**src/hdl/qped_pkg.sv**
```systemverilog
// Package: shared types, constants and helpers of the query parameter decoder.
`default_nettype none
package qped_pkg;

   localparam int VALUE_DEPTH = 64;
   localparam int KEY_BYTES   = 8;
   localparam int FIFO_DEPTH  = 2;

   localparam int ADDR_W = $clog2(VALUE_DEPTH);
   localparam int CNT_W  = $clog2(VALUE_DEPTH + 1);
   localparam int KIDX_W = (KEY_BYTES > 1) ? $clog2(KEY_BYTES) : 1;

   localparam int NAME_W = 64;
   localparam int PLEN_W = 4;
   localparam int CAP_W  = 7;
   localparam int RAW_W  = 7;
   localparam int KCNT_W = 4;

   localparam logic [CAP_W-1:0] CAP_RESET = 7'd64;

   localparam logic [1:0] REG_PARAM_NAME     = 2'd0;
   localparam logic [1:0] REG_PARAM_LENGTH   = 2'd1;
   localparam logic [1:0] REG_VALUE_CAPACITY = 2'd2;

   localparam logic [7:0] CHAR_PCT   = 8'h25;
   localparam logic [7:0] CHAR_PLUS  = 8'h2B;
   localparam logic [7:0] CHAR_EQ    = 8'h3D;
   localparam logic [7:0] CHAR_AMP   = 8'h26;
   localparam logic [7:0] CHAR_SPACE = 8'h20;
   localparam int         HEX_RADIX  = 16;

   typedef struct packed {
      logic              en;
      logic [ADDR_W-1:0] addr;
      logic [7:0]        data;
   } store_wr_type;

   typedef struct packed {
      logic             found;
      logic             has_bytes;
      logic [CNT_W-1:0] count;
   } cmd_type;

   typedef struct packed {
      logic done;
      logic emitting;
   } back_status_type;

   // Return {valid, digit value} for an ASCII hex digit.
   function automatic logic [4:0] hex_digit(input logic [7:0] c);
      logic [4:0] r;
      r = 5'd0;
      if (c inside {[8'h30:8'h39]}) begin
         r = {1'b1, 4'(c - 8'h30)};
      end else if (c inside {[8'h61:8'h66]}) begin
         r = {1'b1, 4'(c - 8'h61 + 8'd10)};
      end else if (c inside {[8'h41:8'h46]}) begin
         r = {1'b1, 4'(c - 8'h41 + 8'd10)};
      end
      return r;
   endfunction

endpackage
`default_nettype wire

```
**src/hdl/qped_front.sv**
```systemverilog
// Front end: csr registers, key scan, percent decode and value store writes.
`default_nettype none
module qped_front (
   input  wire logic                      clock,
   input  wire logic                      reset,
   input  wire logic                      req_tvalid,
   output logic                           req_tready,
   input  wire logic [7:0]                req_tdata,
   input  wire logic                      req_tlast,
   input  wire logic                      csr_wr_en,
   input  wire logic [1:0]                csr_index,
   input  wire logic [63:0]               csr_wr_data,
   input  wire logic                      fifo_full,
   input  wire qped_pkg::back_status_type back_status,
   output logic                           cmd_push,
   output qped_pkg::cmd_type              cmd_data,
   output qped_pkg::store_wr_type         store_wr
);

   localparam logic [1:0] MODE_KEY   = 2'd0;
   localparam logic [1:0] MODE_MATCH = 2'd1;
   localparam logic [1:0] MODE_SKIP  = 2'd2;
   localparam logic [1:0] MODE_DRAIN = 2'd3;

   localparam logic [1:0] ESC_NONE  = 2'd0;
   localparam logic [1:0] ESC_PCT   = 2'd1;
   localparam logic [1:0] ESC_DIGIT = 2'd2;

   localparam int NSLOT = 4;

   logic [qped_pkg::NAME_W-1:0] name_ff;
   logic [qped_pkg::PLEN_W-1:0] plen_ff;
   logic [qped_pkg::CAP_W-1:0]  cap_ff;

   logic [1:0]                  mode_ff, mode_in;
   logic [qped_pkg::KCNT_W-1:0] kcount_ff, kcount_in;
   logic                        kequal_ff, kequal_in;
   logic [qped_pkg::RAW_W-1:0]  raw_ff, raw_in;
   logic [1:0]                  phase_ff, phase_in;
   logic [7:0]                  held_ff, held_in;
   logic [qped_pkg::CNT_W-1:0]  dec_ff, dec_in;

   logic                        busy_ff, busy_in;
   logic                        cpend_ff, cpend_in;
   qped_pkg::cmd_type           cpend_data_ff, cpend_data_in;
   logic [1:0]                  pend_n_ff, pend_n_in;
   logic [7:0]                  pend_data_ff [NSLOT-1];
   logic [qped_pkg::ADDR_W-1:0] pend_addr_ff [NSLOT-1];

   logic                        accept;
   logic [7:0]                  c;
   logic [4:0]                  hex_c, hex_h;
   logic                        hit, consumed;
   logic                        end_v, end_last, end_match, nf, newkey, drain;
   logic [7:0]                  cand [NSLOT];
   logic [2:0]                  nc, nw;
   logic [7:0]                  w_data [NSLOT];
   logic [qped_pkg::ADDR_W-1:0] w_addr [NSLOT];
   logic [qped_pkg::CNT_W-1:0]  dec;
   logic [qped_pkg::CAP_W-1:0]  limit;
   logic [7:0]                  key_byte;
   logic                        cmd_v;
   qped_pkg::cmd_type           cmd_now;
   logic                        push_now;

   assign accept = req_tvalid && req_tready;
   assign c      = req_tdata;
   assign hex_c  = qped_pkg::hex_digit(c);
   assign hex_h  = qped_pkg::hex_digit(held_ff);
   assign limit  = (cap_ff < qped_pkg::CAP_W'(qped_pkg::VALUE_DEPTH)) ?
                   cap_ff : qped_pkg::CAP_W'(qped_pkg::VALUE_DEPTH);
   assign key_byte = name_ff[8*kcount_ff[qped_pkg::KIDX_W-1:0] +: 8];

   // Hold input while writes or a result command are pending, or while a stored
   // value is still queued or being emitted and this byte could overwrite it.
   assign req_tready = (pend_n_ff == 2'd0) && !cpend_ff &&
                       !(busy_ff && (mode_ff == MODE_MATCH));

   always_comb begin
      mode_in   = mode_ff;
      kcount_in = kcount_ff;
      kequal_in = kequal_ff;
      raw_in    = raw_ff;
      phase_in  = phase_ff;
      held_in   = held_ff;
      dec_in    = dec_ff;
      hit       = 1'b0;
      consumed  = 1'b0;
      end_v     = 1'b0;
      end_last  = 1'b0;
      end_match = 1'b0;
      nf        = 1'b0;
      newkey    = 1'b0;
      drain     = 1'b0;
      nc        = 3'd0;
      nw        = 3'd0;
      cmd_v     = 1'b0;
      cmd_now   = '0;
      for (int i = 0; i < NSLOT; i++) begin
         cand[i]   = 8'd0;
         w_data[i] = 8'd0;
         w_addr[i] = '0;
      end

      case (mode_ff)
         MODE_KEY: begin
            if (c == qped_pkg::CHAR_EQ) begin
               hit      = kequal_ff && (kcount_ff == plen_ff);
               raw_in   = '0;
               dec_in   = '0;
               phase_in = ESC_NONE;
               mode_in  = hit ? MODE_MATCH : MODE_SKIP;
               if (req_tlast) begin
                  end_v     = 1'b1;
                  end_last  = 1'b1;
                  end_match = hit;
               end
            end else begin
               if (kcount_ff >= qped_pkg::KCNT_W'(plen_ff) ||
                   kcount_ff >= qped_pkg::KCNT_W'(qped_pkg::KEY_BYTES) ||
                   key_byte != c) begin
                  kequal_in = 1'b0;
               end
               if (kcount_ff != '1) kcount_in = kcount_ff + 1'b1;
               if (req_tlast) nf = 1'b1;
            end
         end
         MODE_MATCH: begin
            if (c == qped_pkg::CHAR_AMP) begin
               end_v     = 1'b1;
               end_last  = req_tlast;
               end_match = 1'b1;
            end else begin
               if (raw_ff != '1) raw_in = raw_ff + 1'b1;
               // Second and third escape characters: keep the digit, complete the byte or give up.
               if (phase_ff == ESC_PCT) begin
                  if (hex_c[4]) begin
                     held_in  = c;
                     phase_in = ESC_DIGIT;
                     consumed = 1'b1;
                  end
               end else if (phase_ff == ESC_DIGIT) begin
                  if (hex_c[4] && hex_h[4]) begin
                     cand[nc[1:0]] = {hex_h[3:0], hex_c[3:0]};
                     nc            = nc + 3'd1;
                     phase_in      = ESC_NONE;
                     consumed      = 1'b1;
                  end
               end
               // Bad escape: pass the pending characters through literally.
               if (!consumed && phase_ff != ESC_NONE) begin
                  cand[nc[1:0]] = qped_pkg::CHAR_PCT;
                  nc            = nc + 3'd1;
                  if (phase_ff == ESC_DIGIT) begin
                     cand[nc[1:0]] = held_ff;
                     nc            = nc + 3'd1;
                  end
                  phase_in = ESC_NONE;
               end
               if (!consumed) begin
                  if (c == qped_pkg::CHAR_PCT) begin
                     phase_in = ESC_PCT;
                  end else if (c == qped_pkg::CHAR_PLUS) begin
                     cand[nc[1:0]] = qped_pkg::CHAR_SPACE;
                     nc            = nc + 3'd1;
                  end else begin
                     cand[nc[1:0]] = c;
                     nc            = nc + 3'd1;
                  end
               end
               if (req_tlast) begin
                  end_v     = 1'b1;
                  end_last  = 1'b1;
                  end_match = 1'b1;
               end
            end
         end
         MODE_SKIP: begin
            if (req_tlast) nf = 1'b1;
            else if (c == qped_pkg::CHAR_AMP) newkey = 1'b1;
         end
         default: begin
            if (req_tlast) newkey = 1'b1;
         end
      endcase

      // Escape cut off by the value's end.
      if (end_v && end_match) begin
         if (phase_in != ESC_NONE) begin
            cand[nc[1:0]] = qped_pkg::CHAR_PCT;
            nc            = nc + 3'd1;
         end
         if (phase_in == ESC_DIGIT) begin
            cand[nc[1:0]] = held_in;
            nc            = nc + 3'd1;
         end
         phase_in = ESC_NONE;
      end

      // Place the candidate bytes in the store; drop those beyond its depth.
      dec = dec_in;
      for (int i = 0; i < NSLOT; i++) begin
         if (3'(i) < nc && dec < qped_pkg::CNT_W'(qped_pkg::VALUE_DEPTH)) begin
            w_data[nw[1:0]] = cand[i];
            w_addr[nw[1:0]] = dec[qped_pkg::ADDR_W-1:0];
            nw              = nw + 3'd1;
            dec             = dec + 1'b1;
         end
      end
      dec_in = dec;

      if (end_v) begin
         if (end_match && (raw_in < limit)) begin
            cmd_v             = 1'b1;
            cmd_now.found     = 1'b1;
            cmd_now.has_bytes = (dec != '0);
            cmd_now.count     = dec;
            newkey            = 1'b1;
            drain             = !end_last;
         end else if (end_last) begin
            nf = 1'b1;
         end else begin
            newkey = 1'b1;
         end
      end
      if (nf) begin
         cmd_v   = 1'b1;
         cmd_now = '0;
         newkey  = 1'b1;
      end
      if (newkey) begin
         mode_in   = drain ? MODE_DRAIN : MODE_KEY;
         kcount_in = '0;
         kequal_in = 1'b1;
         raw_in    = '0;
         phase_in  = ESC_NONE;
         held_in   = 8'd0;
         dec_in    = '0;
      end
   end

   // Result command: push now when no write is left over and the queue is not full, else hold it.
   assign push_now = accept && cmd_v && (nw <= 3'd1) && !fifo_full;
   assign cmd_push = (cpend_ff && (pend_n_ff == 2'd0) && !fifo_full) || push_now;
   assign cmd_data = cpend_ff ? cpend_data_ff : cmd_now;

   always_comb begin
      cpend_in      = cpend_ff;
      cpend_data_in = cpend_data_ff;
      if (cpend_ff && (pend_n_ff == 2'd0) && !fifo_full) cpend_in = 1'b0;
      if (accept && cmd_v && !push_now) begin
         cpend_in      = 1'b1;
         cpend_data_in = cmd_now;
      end
      busy_in = busy_ff;
      if (back_status.done) busy_in = 1'b0;
      if (cmd_push && cmd_data.has_bytes) busy_in = 1'b1;
      pend_n_in = pend_n_ff;
      if (pend_n_ff != 2'd0) pend_n_in = pend_n_ff - 2'd1;
      else if (accept && nw != 3'd0) pend_n_in = 2'(nw - 3'd1);
   end

   always_comb begin
      store_wr = '0;
      if (pend_n_ff != 2'd0) begin
         store_wr.en   = 1'b1;
         store_wr.addr = pend_addr_ff[0];
         store_wr.data = pend_data_ff[0];
      end else if (accept && nw != 3'd0) begin
         store_wr.en   = 1'b1;
         store_wr.addr = w_addr[0];
         store_wr.data = w_data[0];
      end
   end

   always_ff @(posedge clock) begin
      if (reset) begin
         name_ff   <= '0;
         plen_ff   <= '0;
         cap_ff    <= qped_pkg::CAP_RESET;
         mode_ff   <= MODE_KEY;
         kcount_ff <= '0;
         kequal_ff <= 1'b1;
         raw_ff    <= '0;
         phase_ff  <= ESC_NONE;
         held_ff   <= 8'd0;
         dec_ff    <= '0;
         busy_ff   <= 1'b0;
         cpend_ff  <= 1'b0;
         pend_n_ff <= 2'd0;
      end else begin
         if (csr_wr_en) begin
            case (csr_index)
               qped_pkg::REG_PARAM_NAME:     name_ff <= csr_wr_data;
               qped_pkg::REG_PARAM_LENGTH:   plen_ff <= csr_wr_data[qped_pkg::PLEN_W-1:0];
               qped_pkg::REG_VALUE_CAPACITY: cap_ff  <= csr_wr_data[qped_pkg::CAP_W-1:0];
               default: ;
            endcase
         end
         if (accept) begin
            mode_ff   <= mode_in;
            kcount_ff <= kcount_in;
            kequal_ff <= kequal_in;
            raw_ff    <= raw_in;
            phase_ff  <= phase_in;
            held_ff   <= held_in;
            dec_ff    <= dec_in;
         end
         busy_ff   <= busy_in;
         cpend_ff  <= cpend_in;
         pend_n_ff <= pend_n_in;
      end
   end

   always_ff @(posedge clock) begin
      cpend_data_ff <= cpend_data_in;
      if (pend_n_ff != 2'd0) begin
         for (int i = 0; i < NSLOT - 2; i++) begin
            pend_data_ff[i] <= pend_data_ff[i+1];
            pend_addr_ff[i] <= pend_addr_ff[i+1];
         end
      end else if (accept) begin
         for (int i = 0; i < NSLOT - 1; i++) begin
            pend_data_ff[i] <= w_data[i+1];
            pend_addr_ff[i] <= w_addr[i+1];
         end
      end
   end

endmodule
`default_nettype wire

```
**src/hdl/qped_cmd_fifo.sv**
```systemverilog
// Short command queue between the front end and the result emitter.
`default_nettype none
module qped_cmd_fifo (
   input  wire logic              clock,
   input  wire logic              reset,
   input  wire logic              push,
   input  wire qped_pkg::cmd_type push_data,
   input  wire logic              pop,
   output qped_pkg::cmd_type      pop_data,
   output logic                   full,
   output logic                   nonempty
);

   localparam int PTR_W = (qped_pkg::FIFO_DEPTH > 1) ? $clog2(qped_pkg::FIFO_DEPTH) : 1;
   localparam int CNT_W = $clog2(qped_pkg::FIFO_DEPTH + 1);

   qped_pkg::cmd_type slot_ff [qped_pkg::FIFO_DEPTH];
   logic [PTR_W-1:0]  wptr_ff, wptr_in;
   logic [PTR_W-1:0]  rptr_ff, rptr_in;
   logic [CNT_W-1:0]  count_ff, count_in;

   assign full     = (count_ff == CNT_W'(qped_pkg::FIFO_DEPTH));
   assign nonempty = (count_ff != '0);
   assign pop_data = slot_ff[rptr_ff];

   // Advance a pointer and wrap it at the queue depth.
   function automatic logic [PTR_W-1:0] bump(input logic [PTR_W-1:0] p);
      logic [PTR_W-1:0] r;
      r = (p == PTR_W'(qped_pkg::FIFO_DEPTH - 1)) ? '0 : p + 1'b1;
      return r;
   endfunction

   always_comb begin
      wptr_in  = wptr_ff;
      rptr_in  = rptr_ff;
      count_in = count_ff;
      if (push) wptr_in = bump(wptr_ff);
      if (pop) rptr_in = bump(rptr_ff);
      if (push && !pop) count_in = count_ff + 1'b1;
      else if (pop && !push) count_in = count_ff - 1'b1;
   end

   always_ff @(posedge clock) begin
      if (reset) begin
         wptr_ff  <= '0;
         rptr_ff  <= '0;
         count_ff <= '0;
      end else begin
         wptr_ff  <= wptr_in;
         rptr_ff  <= rptr_in;
         count_ff <= count_in;
      end
   end

   always_ff @(posedge clock) begin
      if (push) slot_ff[wptr_ff] <= push_data;
   end

endmodule
`default_nettype wire

```
**src/hdl/qped_back.sv**
```systemverilog
// Back end: value store memory and result emitter.
`default_nettype none
module qped_back (
   input  wire logic                   clock,
   input  wire logic                   reset,
   input  wire qped_pkg::store_wr_type store_wr,
   input  wire logic                   cmd_valid,
   input  wire qped_pkg::cmd_type      cmd_data,
   output logic                        cmd_pop,
   output qped_pkg::back_status_type   back_status,
   output logic                        rsp_tvalid,
   input  wire logic                   rsp_tready,
   output logic [7:0]                  rsp_tdata,
   output logic [1:0]                  rsp_tuser,
   output logic                        rsp_tlast
);

   localparam logic ST_IDLE = 1'b0;
   localparam logic ST_SHOW = 1'b1;

   logic [7:0]                  store_mem [qped_pkg::VALUE_DEPTH];
   logic [7:0]                  rd_data_ff;
   logic                        rd_en;
   logic [qped_pkg::ADDR_W-1:0] rd_addr;

   logic                       state_ff, state_in;
   logic                       found_ff, found_in;
   logic                       bytes_ff, bytes_in;
   logic [qped_pkg::CNT_W-1:0] count_ff, count_in;
   logic [qped_pkg::CNT_W-1:0] k_ff, k_in;
   logic [qped_pkg::CNT_W-1:0] k_next;
   logic                       is_last, take;

   assign k_next  = k_ff + 1'b1;
   assign is_last = !bytes_ff || (k_next == count_ff);
   assign take    = (state_ff == ST_SHOW) && rsp_tready;
   assign cmd_pop = (state_ff == ST_IDLE) && cmd_valid;

   assign rsp_tvalid = (state_ff == ST_SHOW);
   assign rsp_tdata  = bytes_ff ? rd_data_ff : 8'd0;
   assign rsp_tuser  = {found_ff, bytes_ff};
   assign rsp_tlast  = is_last;

   assign back_status.done     = take && bytes_ff && is_last;
   assign back_status.emitting = (state_ff == ST_SHOW) && bytes_ff;

   always_comb begin
      state_in = state_ff;
      found_in = found_ff;
      bytes_in = bytes_ff;
      count_in = count_ff;
      k_in     = k_ff;
      rd_en    = 1'b0;
      rd_addr  = '0;
      case (state_ff)
         ST_IDLE: begin
            if (cmd_valid) begin
               state_in = ST_SHOW;
               found_in = cmd_data.found;
               bytes_in = cmd_data.has_bytes;
               count_in = cmd_data.count;
               k_in     = '0;
               rd_en    = cmd_data.has_bytes;
            end
         end
         ST_SHOW: begin
            if (take) begin
               if (is_last) begin
                  state_in = ST_IDLE;
               end else begin
                  // Fetch the next byte as this one leaves.
                  k_in    = k_next;
                  rd_en   = 1'b1;
                  rd_addr = k_next[qped_pkg::ADDR_W-1:0];
               end
            end
         end
         default: state_in = ST_IDLE;
      endcase
   end

   always_ff @(posedge clock) begin
      if (reset) begin
         state_ff <= ST_IDLE;
         found_ff <= 1'b0;
         bytes_ff <= 1'b0;
         count_ff <= '0;
         k_ff     <= '0;
      end else begin
         state_ff <= state_in;
         found_ff <= found_in;
         bytes_ff <= bytes_in;
         count_ff <= count_in;
         k_ff     <= k_in;
      end
   end

   always_ff @(posedge clock) begin
      if (store_wr.en) store_mem[store_wr.addr] <= store_wr.data;
      if (rd_en) rd_data_ff <= store_mem[rd_addr];
   end

endmodule
`default_nettype wire

```
**src/hdl/query_param_extract_decode_unit.sv**
```systemverilog
// Top level of the URL query parameter extractor with percent decoding.
//
// Usage: a query string streams in on req_* one byte per transaction,
// req_tlast on its final byte. The csr_* port selects the wanted key
// (index 0 name bytes, 1 key length, 2 value capacity); write it only while
// the block is idle. When the matching value ends ('&' or the last byte) and
// its raw length is below the capacity (clamped to the store depth, 64), its
// decoded bytes leave on rsp_* one per transaction, rsp_tlast on the final
// one; an empty value gives one result with byte_valid low. A query without
// an accepted value gives one not-found result at its last byte.
// Throughput: one query byte per cycle. A byte that emits more than one
// decoded byte into the value store (up to three) holds req_tready low while
// the extra bytes are written, and while its result command waits if it also
// closes an answer; the single write port of the store sets this. Value bytes
// of a new match wait while a previous value is queued or read out of the store.
// Results: the command of an ending byte passes the command queue and the
// emitter's store read register; bytes then leave one per cycle while
// rsp_tready stays high, and the emitter goes idle between answers.
// A stalled receiver holds the result in place; the two-entry command queue
// lets the front keep scanning until it is full or a value byte needs the store.
// Reset (synchronous) returns to key scanning with the csr defaults and an
// empty queue; the value store needs no clearing.
`default_nettype none
module query_param_extract_decode_unit (
   input  wire logic        clock,
   input  wire logic        reset,
   // Query input channel.
   input  wire logic        req_tvalid,
   output logic             req_tready,
   input  wire logic [7:0]  req_tdata,   // [7:0] query_byte
   input  wire logic        req_tlast,   // query_last
   // Result channel.
   output logic             rsp_tvalid,
   input  wire logic        rsp_tready,
   output logic [7:0]       rsp_tdata,   // [7:0] value_byte
   output logic [1:0]       rsp_tuser,   // [0] byte_valid, [1] found
   output logic             rsp_tlast,   // value_last
   // Configuration write port.
   input  wire logic        csr_wr_en,
   input  wire logic [1:0]  csr_index,
   input  wire logic [63:0] csr_wr_data
);

   qped_pkg::store_wr_type    store_wr;
   qped_pkg::cmd_type         push_data;
   qped_pkg::cmd_type         pop_data;
   qped_pkg::back_status_type back_status;
   logic                      cmd_push, cmd_pop, fifo_full, fifo_nonempty;

   // Scan keys, decode the value and queue one command per answer.
   qped_front u_front (
      .clock       (clock),
      .reset       (reset),
      .req_tvalid  (req_tvalid),
      .req_tready  (req_tready),
      .req_tdata   (req_tdata),
      .req_tlast   (req_tlast),
      .csr_wr_en   (csr_wr_en),
      .csr_index   (csr_index),
      .csr_wr_data (csr_wr_data),
      .fifo_full   (fifo_full),
      .back_status (back_status),
      .cmd_push    (cmd_push),
      .cmd_data    (push_data),
      .store_wr    (store_wr)
   );

   // Decouple scanning from emission.
   qped_cmd_fifo u_cmd_fifo (
      .clock     (clock),
      .reset     (reset),
      .push      (cmd_push),
      .push_data (push_data),
      .pop       (cmd_pop),
      .pop_data  (pop_data),
      .full      (fifo_full),
      .nonempty  (fifo_nonempty)
   );

   // Hold the store and replay it as result transactions.
   qped_back u_back (
      .clock       (clock),
      .reset       (reset),
      .store_wr    (store_wr),
      .cmd_valid   (fifo_nonempty),
      .cmd_data    (pop_data),
      .cmd_pop     (cmd_pop),
      .back_status (back_status),
      .rsp_tvalid  (rsp_tvalid),
      .rsp_tready  (rsp_tready),
      .rsp_tdata   (rsp_tdata),
      .rsp_tuser   (rsp_tuser),
      .rsp_tlast   (rsp_tlast)
   );

   // The store is never written while a value is being read out of it.
   a_no_write_during_emit: assert property (@(posedge clock) disable iff (reset)
      !(store_wr.en && back_status.emitting))
      else $error("value store written while emitting");

   // A command is never pushed into a full queue.
   a_no_push_when_full: assert property (@(posedge clock) disable iff (reset)
      cmd_push |-> !fifo_full)
      else $error("command pushed into full queue");

   // A data byte only comes with a found answer.
   a_byte_implies_found: assert property (@(posedge clock) disable iff (reset)
      (rsp_tvalid && rsp_tuser[0]) |-> rsp_tuser[1])
      else $error("byte_valid without found");

   // Results without a byte carry a zero byte and end the answer.
   a_empty_result_shape: assert property (@(posedge clock) disable iff (reset)
      (rsp_tvalid && !rsp_tuser[0]) |-> (rsp_tdata == 8'd0 && rsp_tlast))
      else $error("malformed empty or not-found result");

endmodule
`default_nettype wire
```
**config.mk**
```make
export PLATFORM = sky130hd
export DESIGN_NAME = query_param_extract_decode_unit
export DESIGN_NICKNAME = d
export VERILOG_FILES = /design/src/hdl/qped_pkg.sv /design/src/hdl/qped_front.sv /design/src/hdl/qped_cmd_fifo.sv /design/src/hdl/qped_back.sv /design/src/hdl/query_param_extract_decode_unit.sv
export SDC_FILE = /design/constraint.sdc
export NUM_CORES = 1
export LEC_CHECK = 0
export ABC_AREA = 1
export BUFFER_PORTS_ARGS = -buffer_cell sky130_fd_sc_hd__buf_2
export CAP_MARGIN = 5
export CORE_MARGIN = 4
export CORE_UTILIZATION = 41
export CTS_BUF_LIST = sky130_fd_sc_hd__clkbuf_16
export DETAILED_ROUTE_END_ITERATION = 8
export GPL_TIMING_DRIVEN = 0
export PLACE_DENSITY = 0.64
export SLEW_MARGIN = 40
export SYNTH_ARGS = -nofsm -noshare
export SYNTH_HDL_FRONTEND = slang
export SYNTH_SLANG_ARGS = --single-unit
```
**constraint.sdc**
```tcl
create_clock -name clock -period 27.6 [get_ports clock]
set_input_delay 0 -clock clock [delete_from_list [all_inputs] [get_ports clock]]
set_output_delay 0 -clock clock [all_outputs]
set_load 0.02 [all_outputs]
```
# == After elaboration in Yosys (flattened, before gate mapping) ==
# Memories as Yosys holds them, arrays and structs flattened. A register that Yosys moved wholly into a read port is not among the register bits.
# Index checks and enable logic that the tools add are counted.
# classes
n_shift,1
reduce_logical,80
order_cmp,41
n_eq_ne,21
bitwise_logic,22
muxes,205
add_sub_neg,31
# ops
op,count
$mux W32,16
$bwmux W32,6
$mux W8,22
$demux W8 S2,8
$mux W7,15
$bwmux W24,3
$mux W24,3
$shiftx A64 B7 Y8,1
$mux W3,19
$mux W1,55
$mux W6,9
$add A7 B1 Y7 const B,6
$logic_and A1 B1 Y1,41
$and A20 B20 Y20,2
$mux W2,20
$not A20 Y20,2
$demux W6 S2,3
$mux W9,4
$lt A7 B7 Y1 const B,5
$eq A8 B6 Y1 const B,4
$ge A8 B7 Y1 const B,4
$le A8 B7 Y1 const B,4
$mux W15,2
$mux W5,6
49 further kinds,141
# word_totals
n_memories,4
mem_bits_rw,572
output_inout_bits,13
wordCells,429
ff_bits,140
# mem_list
memory,depth,width,rd,rd_ports_with_merged_regs,write_ports,line,rtl
u_back.store_mem,64,8,1,1,1,qped_back.sv:21,logic [7:0] store_mem [qped_pkg::VALUE_DEPTH];
u_front.pend_data_ff,3,8,3,0,3,qped_front.sv:47,logic [7:0] pend_data_ff [NSLOT-1];
u_cmd_fifo.slot_ff,2,9,1,1,1,qped_cmd_fifo.sv:17,qped_pkg::cmd_type slot_ff [qped_pkg::FIFO_DEPTH];
u_front.pend_addr_ff,3,6,3,0,3,qped_front.sv:48,logic [qped_pkg::ADDR_W-1:0] pend_addr_ff [NSLOT-1];

# == Depth between registers and ports, before layout ==
# Gate-level depths: netlist of the first run.
# logic_depth
word_depth,48
mapped_depth,53
depth_no_buf,53

# == Hierarchy ==
# A second synthesis of the first run with hierarchy kept.
# unflattened
hier_cells,3934
hier_area_um2,35424.0
# modules_own_cells
module,seq_area_each_um2,area_per_inst_um2,cells_each,n_inst
qped_back,15955.3,23329.9,2233,1
qped_front,3733.6,11178.2,1640,1
qped_cmd_fifo,640.6,915.9,61,1

# == Least setup slack after synthesis of the first run ==
# OpenSTA, ideal clock, no wires.
# synth_timing
kind,flip-flop to flip-flop
startpoint,register u_front.held_ff[0]
endpoint,"memory u_back.store_mem[0][6], data pin"
path_buffers,2
required_ns,26.898
stages_incl_launch_ff,46
period_less_slack_ns,8.942
setup_ns,0.702
path_slack_ns,18.658
arrival_time_ns,8.240
cell_sequence,dfxtp_1 -> inv_1 -> ha_1 -> nand2_1 -> nand3_1 -> nand2_1 -> nand2_1 -> nand2_1 -> nand2_2 -> nand2_1 -> inv_1 -> ha_1 -> inv_1 -> nand4_1 -> nand3_1 -> ha_1 -> inv_1 -> nand2_1 -> [... 10 more ...] -> inv_2 -> ha_1 -> ha_1 -> inv_1 -> nor2_1 -> nand3_2 -> nand2_2 -> inv_4 -> o21ai_1 -> ha_1 -> inv_1 -> nor2_4 -> inv_2 -> buf_6 -> clkbuf_1 -> o211ai_1 -> o21ai_0 -> o21ai_0
# synth_lines
item,line,rtl
from (decl),qped_front.sv:40,"logic [7:0] held_ff, held_in;"
from (signal assigned),qped_front.sv:306,held_ff <= held_in;
to (decl),qped_back.sv:21,

# == Worst setup path after layout of the first run ==
# layout_timing
startpoint,register u_front.held_ff[0]
endpoint,"memory u_back.store_mem[28][4], enable pin"
# layout_via
elab_chain_len,46
word_cells_on_any_way,106
# layout_rtl
item,line,rtl
$ge A8 B7 Y1 or $le A8 B7 Y1 (tied branches),qped_pkg.sv:57,end else if (c inside {[8'h41:8'h46]}) begin
$logic_and A1 B1 Y1,qped_pkg.sv:57,
$mux W5,qped_pkg.sv:57,
$mux W5,qped_pkg.sv:55,end else if (c inside {[8'h61:8'h66]}) begin
$mux W5 *,qped_pkg.sv:53,if (c inside {[8'h30:8'h39]}) begin
$logic_and A1 B1 Y1 *,qped_front.sv:143,if (hex_c[4] && hex_h[4]) begin
$mux W1,qped_front.sv:143,
$mux W3,qped_front.sv:142,end else if (phase_ff == ESC_DIGIT) begin
[... 30 more ...],n/a,
"$logic_and A1 B1 Y1, or another cell as far along",qped_front.sv:203,if (3'(i) < nc && dec < qped_pkg::CNT_W'(qped_pkg::VALUE_DEPTH)) begin
$mux W3 or $logic_and A1 B1 Y1 (tied branches),"qped_front.sv:203, qped_front.sv:205",
$reduce_bool A3 Y1 or $mux W6 (tied branches),"qped_front.sv:269, qped_front.sv:205",
$logic_and A1 B1 Y1 or $demux W6 S2 (tied branches),"qped_front.sv:269, qped_front.sv:205",
$mux W15 *,qped_front.sv:269,end else if (accept && nw != 3'd0) begin
$mux W15 *,qped_front.sv:265,if (pend_n_ff != 2'd0) begin
$mux W1 or $mux W15 (tied branches),"qped_back.sv:99, qped_front.sv:269",
$mux W1 (implied by the code) or $mux W15 (tied branches),"qped_back.sv:99, qped_front.sv:265",
# Every way passes the cells marked *; elsewhere a longest branch is shown, timed or not. The select of a mux whose other input is x is not followed.

==> results, run 1 <==
- The HPWL after detailed placement is 75.7 mm.
- The net count after synthesis is 3656.
- The path with the worst hold slack has its endpoint at u_front.held_ff[5].
- The number of I/O port buffers is 90.
- The number of setup buffers added after CTS is 0.
- Dividing the detail-routed via count by the number of cells gives 5.52.
- The most used cell along the critical path is sky130_fd_sc_hd__nand2_1.
- The detailed-route via count is roughly 27000.
- The residual antenna-violating net count after detailed routing is 0.
- The pin slew with the least headroom to its limit is between 0.9 and 1 ns.
- The run finished with clean final reports.
- The number of global-route vias before repair is between 20000 and 30000.
- Counting instances, the worst hold path has a depth of 5.
- The endpoint of the worst-slack reg-to-reg timing path is u_back.store_mem[28][4].
- The worst setup path is captured at a flop.
- In this run the clock root is driven by a sky130_fd_sc_hd__clkbuf_16.
- Counting flops with an async set or reset pin after synthesis yields a share of 0%.
- The number of hold-repair buffers added at the cts stage is 75.
- The slowest stage of the critical path belongs to the cell sky130_fd_sc_hd__nor2_1.
- The area of the mapped netlist is 0.0338 mm^2.
- The area growth from synthesis to layout is 16.5%.
- In this run the mean area of a mapped cell was 9.57 um^2.
- The synthesized design contains between 700 and 800 register bits.
- The headroom to the max-slew limit is approximately 38%.
- The power density normalized to cell area is roughly 81 mW/mm^2.
- The floorplan step defined a die boundary enclosing 0.0870 mm^2.
- The beginning of the worst register-to-register path is u_front.held_ff[0].
- The pin count of the biggest net entering global routing is 40.
- The clock reaches the later pin of the worst-skew pair after 0.64 ns.
- Clock tree synthesis inserted a total of roughly 80 buffers.
- The post-route minimum period is 8.80 ns.
- Cells fill 48.5% of the core in the end.
- The placeable core area is 0.0811 mm^2.
- In this run, the number of DRC markers left after iteration 0 of detailed routing was 2654.
- The first global-routing pass estimated 157 mm of wire.
- The CTS tree is built.
- The count of cells resized by post-cts repair is 0.
- The count of endpoints failing hold in the final timing report is 0.
- Yosys printed 0 warnings.
- The final setup skew is about 0.03 ns.
- The critical path in this run is classified as flop to flop.
- The sort of element at the start of the critical path is a flop.
- The peak per-stage delay on the critical path is 0.87 ns.
- The count of distinct cell types in the synthesized netlist is 59.
- The worst register-to-register path has a depth of 46.
- The part of the Yosys area used for sequential elements is 60.2%.
- The number of cell rows is 104.
- The net count of the finished layout is 3928.
- The endpoint required time on the critical path is 27.86 ns.
- The classification of the worst-slack hold path is input pin to flop.
- The buffer depth of the longest clock path is 3.
- The number of standard cells after synthesis is 3528.
- The standby leakage power is 0.0149 uW.
- The floorplan die height is 295 um.
- The final weighted congestion of routability-driven global placement is ~0.97.
- The critical path arrival is between 9 and 10 ns.
- The share of cells above drive strength 1 is 8.81%.
- The final count of negative-setup-slack endpoints is 0.
- The worst voltage drop across the vdd grid is between 0.04 and 0.05 mV.
- Of all nets on the critical path, the largest fanout is 11.
- The top flip-flop cell by instance count after synthesis is sky130_fd_sc_hd__edfxtp_1.
- The first TritonRoute pass finished after 5 iterations.
- The reg2reg setup slack is between 15 and 20 ns.
- After detailed routing, the number of remaining DRC violations is 0.
- The count of maximum capacitance violations is 0.
- The remaining global-route overflow is 0.
- Global routing used about a quarter of the available tracks.
- The initial antenna violation count was 0.
- The clock-pin slew reported for the worst setup and hold paths after clock tree synthesis is 0.06 ns.
- The number of synthesized flops with an enable pin is just under 600.
- The post-route setup TNS is 0 ns.
- The startpoint of the lowest-slack hold path is req_tdata[5].
- In this run the horizontal extent of the chip is 295 um.
- The clock net sink count is 721.
- The total length of routed wires is 104 mm.
- Setup repair after global routing left no endpoint under its margin.
- The max-slew violation total from the final report is 0.
- The routed wire length per instance is about 21 um.
- Dividing the final minimum period by the clock period gives 31.9%.
- Static timing analysis puts the maximum clock frequency at 0.114 GHz.
- During I/O placement, the number of pins put on the boundary was 93.
- The initial cell density of the core is 41.7%.
- The number of H-tree levels is 3.
## worst max-delay path: cells and delay by family, from the launching register on
kind                       cells  cell delay (ns)
and+or+nand+nor               24             4.30
adders and majority gates      7             1.82
buffers and inverters         11             0.98
AOI/OAI and AO/OA              4             0.79
DFF                            1             0.52
## cells in the mapped netlist, types with 8 or more instances
cell | n | share of area (%)
sky130_fd_sc_hd__buf_1 | 21 | 0.23
sky130_fd_sc_hd__edfxtp_1 | 589 | 52
sky130_fd_sc_hd__nand3_2 | 12 | 0.36
sky130_fd_sc_hd__clkbuf_1 | 169 | 1.9
sky130_fd_sc_hd__nand2_2 | 14 | 0.26
sky130_fd_sc_hd__xor2_1 | 20 | 0.52
sky130_fd_sc_hd__inv_1 | 203 | 2.3
sky130_fd_sc_hd__nand4_1 | 17 | 0.31
sky130_fd_sc_hd__dfxtp_1 | 132 | 7.8
sky130_fd_sc_hd__o21ai_1 | 15 | 0.22
sky130_fd_sc_hd__o211ai_1 | 30 | 0.67
sky130_fd_sc_hd__a21oi_1 | 405 | 6.0
sky130_fd_sc_hd__inv_2 | 14 | 0.16
sky130_fd_sc_hd__ha_1 | 48 | 1.8
sky130_fd_sc_hd__nand2_1 | 633 | 7.0
sky130_fd_sc_hd__a31oi_1 | 8 | 0.15
sky130_fd_sc_hd__o22ai_1 | 82 | 1.5
sky130_fd_sc_hd__nor3_1 | 15 | 0.22
sky130_fd_sc_hd__nand3_1 | 198 | 2.9
sky130_fd_sc_hd__o21ai_0 | 386 | 5.7
sky130_fd_sc_hd__nor2_1 | 412 | 4.6
## how the worst max path moves through the flow
stage / from / to / slack (ns)
CTS: u_front.held_ff[0] / u_back.store_mem[32][2] / 18.78
floorplan: u_front.held_ff[0] / u_back.store_mem[0][6] / 18.66
global route: u_front.held_ff[0] / u_back.store_mem[7][4] / 18.12
detailed placement: u_front.held_ff[0] / u_back.store_mem[32][2] / 18.79
global placement: u_front.held_ff[0] / u_back.store_mem[36][5] / 12.05
finish: u_front.held_ff[0] / u_back.store_mem[28][4] / 18.80
## report_power, final
group / switching, uW / internal, uW / total (uW) / leakage [uW]
Clock: 440 / 585 / 1030 / 0.00129
Sequential: 30.3 / 1370 / 1400 / 0.00656
Combinational: 570 / 205 / 775 / 0.00704
## area by class of cell
| type | count | area [um^2] |
|---|---|---|
| fill | 7458 | 41700 |
| inverter | 222 | 836 |
| timing repair buffer | 191 | 1630 |
| tap | 1060 | 1330 |
| sequential | 721 | 20300 |
| multi-input combinational | 2381 | 11900 |
| clock buffer | 80 | 2000 |
| buffer | 204 | 831 |
| antenna | 1 | 2.50 |
| clock inverter | 62 | 492 |
## cell families after synthesis
| logic type | synth area share, % |
|---|---|
| XOR/XNOR | 0.622 |
| multiplexers | 0.0333 |
| AND/OR/NAND/NOR | 17.0 |
| flip-flops | 60.2 |
| adder cells (fa/ha/maj) | 1.78 |
| AO/OA/AOI/OAI | 15.5 |
| buffers and inverters | 4.93 |
## metrics by stage
stage / setup slack [ns] / std cells / hold WS [ns] / power, uW / instance area [um^2]
2_1_floorplan: 18.66 / 3528 / 0.130 / 1870 / 33800
3_3_place_gp: 12.05 / 4678 / 0.227 / 2150 / 35600
3_5_place_dp: 18.79 / 4704 / 0.227 / 2180 / 36100
4_1_cts: 18.78 / 4921 / 0.0773 / 3210 / 39300
5_1_grt: 18.12 / 4921 / 0.124 / 3340 / 39300
6_report: 18.80 / 4922 / 0.117 / 3200 / 39300
## sequential cells by signal, indices dropped and copies added, names as in the netlist, 4 cells and up, named ones only
signal                 cells
u_front.held_ff            8
u_front.cap_ff             7
u_front.cpend_data_ff      9
u_back.rd_data_ff          8
u_front.pend_data_ff      24
u_front.dec_ff             7
u_front.pend_addr_ff      18
u_back.k_ff                7
u_back.store_mem         512
u_back.count_ff            7
u_front.plen_ff            4
u_cmd_fifo.slot_ff        18
u_front.kcount_ff          4
u_front.raw_ff             7
u_front.name_ff           64
## per-layer routing
layer,GRT usage [%],part of all wire (%),wire [um]
met1,30.9,41,42700
met2,39.6,48,49900
met3,4.03,7.3,7590
met4,7.85,3.5,3620
met5,0,0,0
## cell usage in the layout (no fill, tap or decap), types with 9 or more instances in the layout
master and n:
sky130_fd_sc_hd__nand2_1 631, sky130_fd_sc_hd__edfxtp_1 589, sky130_fd_sc_hd__a21oi_1 405, sky130_fd_sc_hd__nor2_1 403, sky130_fd_sc_hd__o21ai_0 375, sky130_fd_sc_hd__inv_1 221
sky130_fd_sc_hd__nand3_1 198, sky130_fd_sc_hd__clkbuf_1 167, sky130_fd_sc_hd__dfxtp_1 132, sky130_fd_sc_hd__buf_2 95, sky130_fd_sc_hd__o22ai_1 82, sky130_fd_sc_hd__clkbuf_16 80
sky130_fd_sc_hd__dlygate4sd3_1 75, sky130_fd_sc_hd__ha_1 48, sky130_fd_sc_hd__o211ai_1 30, sky130_fd_sc_hd__buf_1 21, sky130_fd_sc_hd__xor2_1 20, sky130_fd_sc_hd__clkinv_1 20
sky130_fd_sc_hd__buf_8 20, sky130_fd_sc_hd__o21ai_1 19, sky130_fd_sc_hd__nand4_1 17, sky130_fd_sc_hd__inv_2 15, sky130_fd_sc_hd__nor2_2 15, sky130_fd_sc_hd__nand2_2 15
sky130_fd_sc_hd__nor3_1 14, sky130_fd_sc_hd__nand3_2 12, sky130_fd_sc_hd__clkinv_2 10, sky130_fd_sc_hd__o21ai_4 9
(Power assumes the default switching activity.)
==> run 2, diff against run 1 <==
--- a/config.mk
+++ b/config.mk
@@ -5,7 +5,7 @@
 export SDC_FILE = /design/constraint.sdc
 export NUM_CORES = 1
 export LEC_CHECK = 0
-export ABC_AREA = 1
+export ABC_AREA = 0
 export BUFFER_PORTS_ARGS = -buffer_cell sky130_fd_sc_hd__buf_2
 export CAP_MARGIN = 5
 export CORE_MARGIN = 4
@@ -13,7 +13,7 @@
 export CTS_BUF_LIST = sky130_fd_sc_hd__clkbuf_16
 export DETAILED_ROUTE_END_ITERATION = 8
 export GPL_TIMING_DRIVEN = 0
-export PLACE_DENSITY = 0.64
+export PLACE_DENSITY = 0.66
 export SLEW_MARGIN = 40
 export SYNTH_ARGS = -nofsm -noshare
 export SYNTH_HDL_FRONTEND = slang
==> constraint.sdc (replaced) <==
create_clock -name clock -period 7.5 [get_ports clock]
set_input_delay 0 -clock clock [delete_from_list [all_inputs] [get_ports clock]]
set_output_delay 0 -clock clock [all_outputs]
set_load 0.02 [all_outputs]
==> run 2 against run 1 <==
The run now ends with setup timing left; total power rose to 3.0 times the previous value; largest power group unchanged; die area up 1.0%; sequential share of layout area down 4.7 points; worst setup slack worse by 19 ns.
==> results, run 2 <==
- The area share of the largest cell type after synthesis is 51.8% (-0.53 points).
- The power density normalized to cell area is 218 mW/mm^2 (+170%).
- The final critical path takes up 100% of the cycle.
- The kind of end point of the critical path is a flop.
- The area taken by multi-input logic gates is 0.0143 mm^2 (+20%).
- The critical path arrival is 7.88 ns (-1.18 ns).
- The detailed-route via count is 27300 (+0.34%).
- The count of maximum capacitance violations came to 0 (unchanged).
- The worst voltage drop across the vdd grid is 0.185 mV (+280%).
- The pin count of the biggest net entering global routing is 51 (+28%).
- The setup slack after layout is -0.0238 ns (-18.82 ns).
- The worst hold path terminates at u_front.name_ff[60].
- On the critical path, the stage with the largest delay is an instance of sky130_fd_sc_hd__dlygate4sd3_1.
- The DRC violations left came to 0 (unchanged).
- The count of endpoints failing hold in the final timing report is 0 (unchanged).
- Derived from the worst setup path, the maximum achievable clock frequency is 0.133 GHz.
- The number of detailed-route iterations in the first pass is 8 (+3).
- The clock latency of the later-clocked register in the worst-skew pair is 0.65 ns (about the same).
- The buffer depth of the longest clock path was 3 (unchanged).
- The part of the Yosys area used for sequential elements is 59.6% (-0.61 points).
- The filler cell count was 6801 (-8.8%).
- The share of cells above drive strength 1 came to 19.7% (+11 points).
- CTS placed an instance of sky130_fd_sc_hd__clkbuf_16 at the clock tree root.
- TritonCTS built the clock tree.
- The number of cell rows is 105 (+0.96%).
- The antenna diode count was 0 (-1).
- The remaining global-route overflow is 0 (unchanged).
- The initial cell density of the core was 41.5% (-0.17 points).
- The initial detailed-routing violation count came to 2864 (+7.9%).
- The clock net sink count is 721 (unchanged).
- The top flip-flop cell by instance count after synthesis is sky130_fd_sc_hd__edfxtp_1.
- The residual antenna-violating net count after detailed routing is 0 (unchanged).
- The number of instances on the worst hold path is 4 (-1).
- The mean number of vias per cell is 5.98 (+8.4%).
- The synthesized design spends more area on one cell type than any other, namely sky130_fd_sc_hd__edfxtp_1.
- The top cell types in the final layout, fill and taps aside, are sky130_fd_sc_hd__edfxtp_1, sky130_fd_sc_hd__nand2_1, sky130_fd_sc_hd__a21oi_1.
- The max-slew violation total from the final report is 0 (unchanged).
- The final reports fail on setup timing.
- The final setup skew is 0.0549 ns (+0.0255 ns).
- The synthesized area per cell was 11.4 um^2 (+19%).
- The post-route setup TNS came to -0.332 ns (-0.332 ns).
- The count of state elements after synthesis came to 721 (unchanged).
- The worst setup path category is input pin to flop.
- The first-pass GRT wire length is 162 mm (+2.9%).
- The number of standard cells after synthesis was 2991 (-15%).
- The proportion of register bits with asynchronous set or reset after synthesis is 0% (unchanged).
- The total routing resource utilization after global routing is 24.1% (+0.59 points).
- The run finished, with violations left.
- The number of I/O port buffers came to 89 (-1.1%).
- Counting flops per register, the top entry is u_back.store_mem.
- The flip-flop count of the largest register after layout is 512 (unchanged).
- In this run the worst hold path is classified as input pin to flop.
- The endpoint of the worst-slack reg-to-reg timing path is u_back.store_mem[58][3].
- The routed wire length per instance came to 23.9 um (+13%).
- The area of the mapped netlist is 0.0341 mm^2 (+1.0%).
- The full die area came to 0.0879 mm^2 (+1.0%).
- The clock-pin slew reported for the worst setup and hold paths after clock tree synthesis is 0.07 ns (about the same).
- The count of cells along the worst register-to-register path came to 40 (-13%).
- The most common cell after layout, fill and taps aside is sky130_fd_sc_hd__edfxtp_1.
- The number of global-route vias before repair is 26400 (+1.0%).
- The total length of routed wires is 109 mm (+4.7%).
- The top-level port count came to 93 (unchanged).
- The endpoint required time on the critical path is 7.85 ns (-20.01 ns).
- In this run the most critical hold path is launched from csr_wr_data[60].
- In this run the critical register-to-register path is launched from u_front.held_ff[0].
- The HPWL reported at the end of detailed placement came to 71.7 mm (-5.4%).
- The floorplan die height is 296 um (+0.50%).
- The final weighted congestion of routability-driven global placement came to 0.991 (+2.2%).
- The largest fanout on the critical path came to 10 (-1).
- The largest registers in the layout are u_back.store_mem (512), u_front.name_ff (64), u_front.pend_data_ff (24).
- The number of H-tree levels is 3 (unchanged).
- The cell area after placement is 0.0369 mm^2 (+2.4%).
- The number of synthesis warnings is 0 (unchanged).
- The number of clock buffers inserted by TritonCTS came to 76 (-3.8%).
- The cell that appears most often on the critical path is sky130_fd_sc_hd__ha_4.
- By instance count, the leading cell after synthesis is sky130_fd_sc_hd__edfxtp_1.
- By area the synthesized netlist is led by sky130_fd_sc_hd__edfxtp_1, sky130_fd_sc_hd__dfxtp_1, sky130_fd_sc_hd__nand2_1.
- The peak per-stage delay on the critical path was 0.56 ns (-0.31 ns).
- The reg2reg setup slack is 0.01 ns (-18.79 ns).
- By count the netlist is led by sky130_fd_sc_hd__edfxtp_1, sky130_fd_sc_hd__nand2_1, sky130_fd_sc_hd__a21oi_1.
- The placeable core area came to 0.0822 mm^2 (+1.4%).
- Setup repair after global routing could not meet its margin everywhere.
- The number of synthesized flops with an enable pin is 589 (unchanged).
- The final count of negative-setup-slack endpoints came to 19 (+19).
- The net count after synthesis came to 3119 (-15%).
- The initial antenna violation count was 1 (+1).
- The worst setup path is launched from an input pin.
- The standby leakage power is 0.0145 uW (-2.4%).
- The count of distinct cell types in the synthesized netlist is 122 (+110%).
- The area used by sequential logic in the layout came to 0.0203 mm^2 (about the same).
- The synthesis-to-finish area growth is 26.9%.
- The final layout net count is 3553 (-9.5%).
- The area of all placed cells without fillers came to 0.0433 mm^2 (+10%).
- The pin slew with the least headroom to its limit came to 0.936 ns (+0.0161 ns).
- The die boundary width is 296 um (+0.50%).
- The routed design could run at a clock period as short as 7.52 ns.
- The headroom to the max-slew limit is 37.4% (-1.1 points).
## run 2: changes by cell type after synthesis, moves of 42 or more
cell,previous run,this run
sky130_fd_sc_hd__a211oi_1,2,65
sky130_fd_sc_hd__a21oi_1,405,170
sky130_fd_sc_hd__a31oi_1,8,50
sky130_fd_sc_hd__and3_1,1,51
sky130_fd_sc_hd__inv_1,203,35
sky130_fd_sc_hd__mux2i_1,0,81
sky130_fd_sc_hd__nand2_1,633,528
sky130_fd_sc_hd__nand3_1,198,115
sky130_fd_sc_hd__nor2_1,412,150
sky130_fd_sc_hd__o21ai_0,386,92
## run 2: metrics by stage
stage | std cells | hold slack (ns) | power [uW] | utilization, % | worst slack [ns]
2_1_floorplan | 2991 | 0.136 | 5110 | - | -0.0783
3_3_place_gp | 4150 | 0.246 | 5380 | 44.3 | -2.11
3_5_place_dp | 4161 | 0.245 | 5420 | 44.9 | -1.63
4_1_cts | 4519 | 0.116 | 9430 | 51.8 | 0.00185
5_1_grt | 4556 | 0.153 | 9740 | 52.7 | -0.213
6_report | 4556 | 0.137 | 9440 | 52.7 | -0.0238
## run 2: worst max-delay path by stage
| stage | startpoint | endpoint | slack (ns) | depth (start not counted) |
|---|---|---|---|---|
| 5_1_grt | u_front.held_ff[0] | u_back.store_mem[58][2] | -0.21 | 39 |
| 2_1_floorplan | u_front.held_ff[0] | u_back.store_mem[16][0] | -0.08 | 41 |
| 3_3_place_gp | req_tdata[0] | u_back.store_mem[47][0] | -2.11 | 39 |
| 6_report | req_tdata[7] | u_back.store_mem[58][3] | -0.02 | 39 |
| 3_5_place_dp | req_tdata[0] | u_back.store_mem[33][3] | -1.63 | 39 |
| 4_1_cts | u_front.held_ff[0] | u_back.store_mem[63][0] | 0.002 | 39 |
## run 2: kinds of logic (layout without fill, tap and decap cells)
kind of cell | after synthesis | after routing | share of synthesized area (%)
AO/OA/AOI/OAI | 714 | 719 | 14.7
XOR/XNOR | 54 | 54 | 1.66
adder cells (fa/ha/maj) | 48 | 48 | 1.76
buffers and inverters | 264 | 754 | 3.26
flip-flops | 721 | 721 | 59.6
multiplexers | 110 | 110 | 3.88
AND/OR/NAND/NOR | 1080 | 1080 | 15.2
## run 2: power by group
part | internal [uW] | switching (uW)
sequential | 4440 | 65.8
combinational | 336 | 627
clock | 2340 | 1640
## run 2: layer usage
| metal | vias to the layer above | share of wire [%] | global-route usage [%] |
|---|---|---|---|
| met1 | 13300 | 39 | 31.3 |
| li1 | 12200 | - | - |
| met4 | 0 | 4.5 | 10.2 |
| met5 | - | 0 | 0 |
| met2 | 1421 | 48 | 40.2 |
| met3 | 304 | 8.5 | 4.02 |
## run 2: final cells by class
class	count	share of cell area, %
flip-flops and latches	721	47.0
multi-input cells	2011	33.1
repair buffers	354	7.78
clock buffers	77	4.45
well taps	1070	3.09
plain buffers	221	2.53
clock inverters	62	1.68
inverters	40	0.419
## run 2: critical path, delay by kind of cell
family	cells	cell delay (ns)
xor+xnor	1	0.21
compound gates	13	2.89
mux	2	0.54
fa+ha+maj	4	0.85
simple gates	9	1.67
buf+inv	10	1.69
## run 2: what timing repair did
action	4_1_cts	5_1_grt
gates cloned	5	2
buffers inserted	138	41
endpoints found under the setup margin	1120	1085
hold buffers	77	0
pin swaps	100	70
hold endpoints to repair	91	0
gates resized for setup	128	80
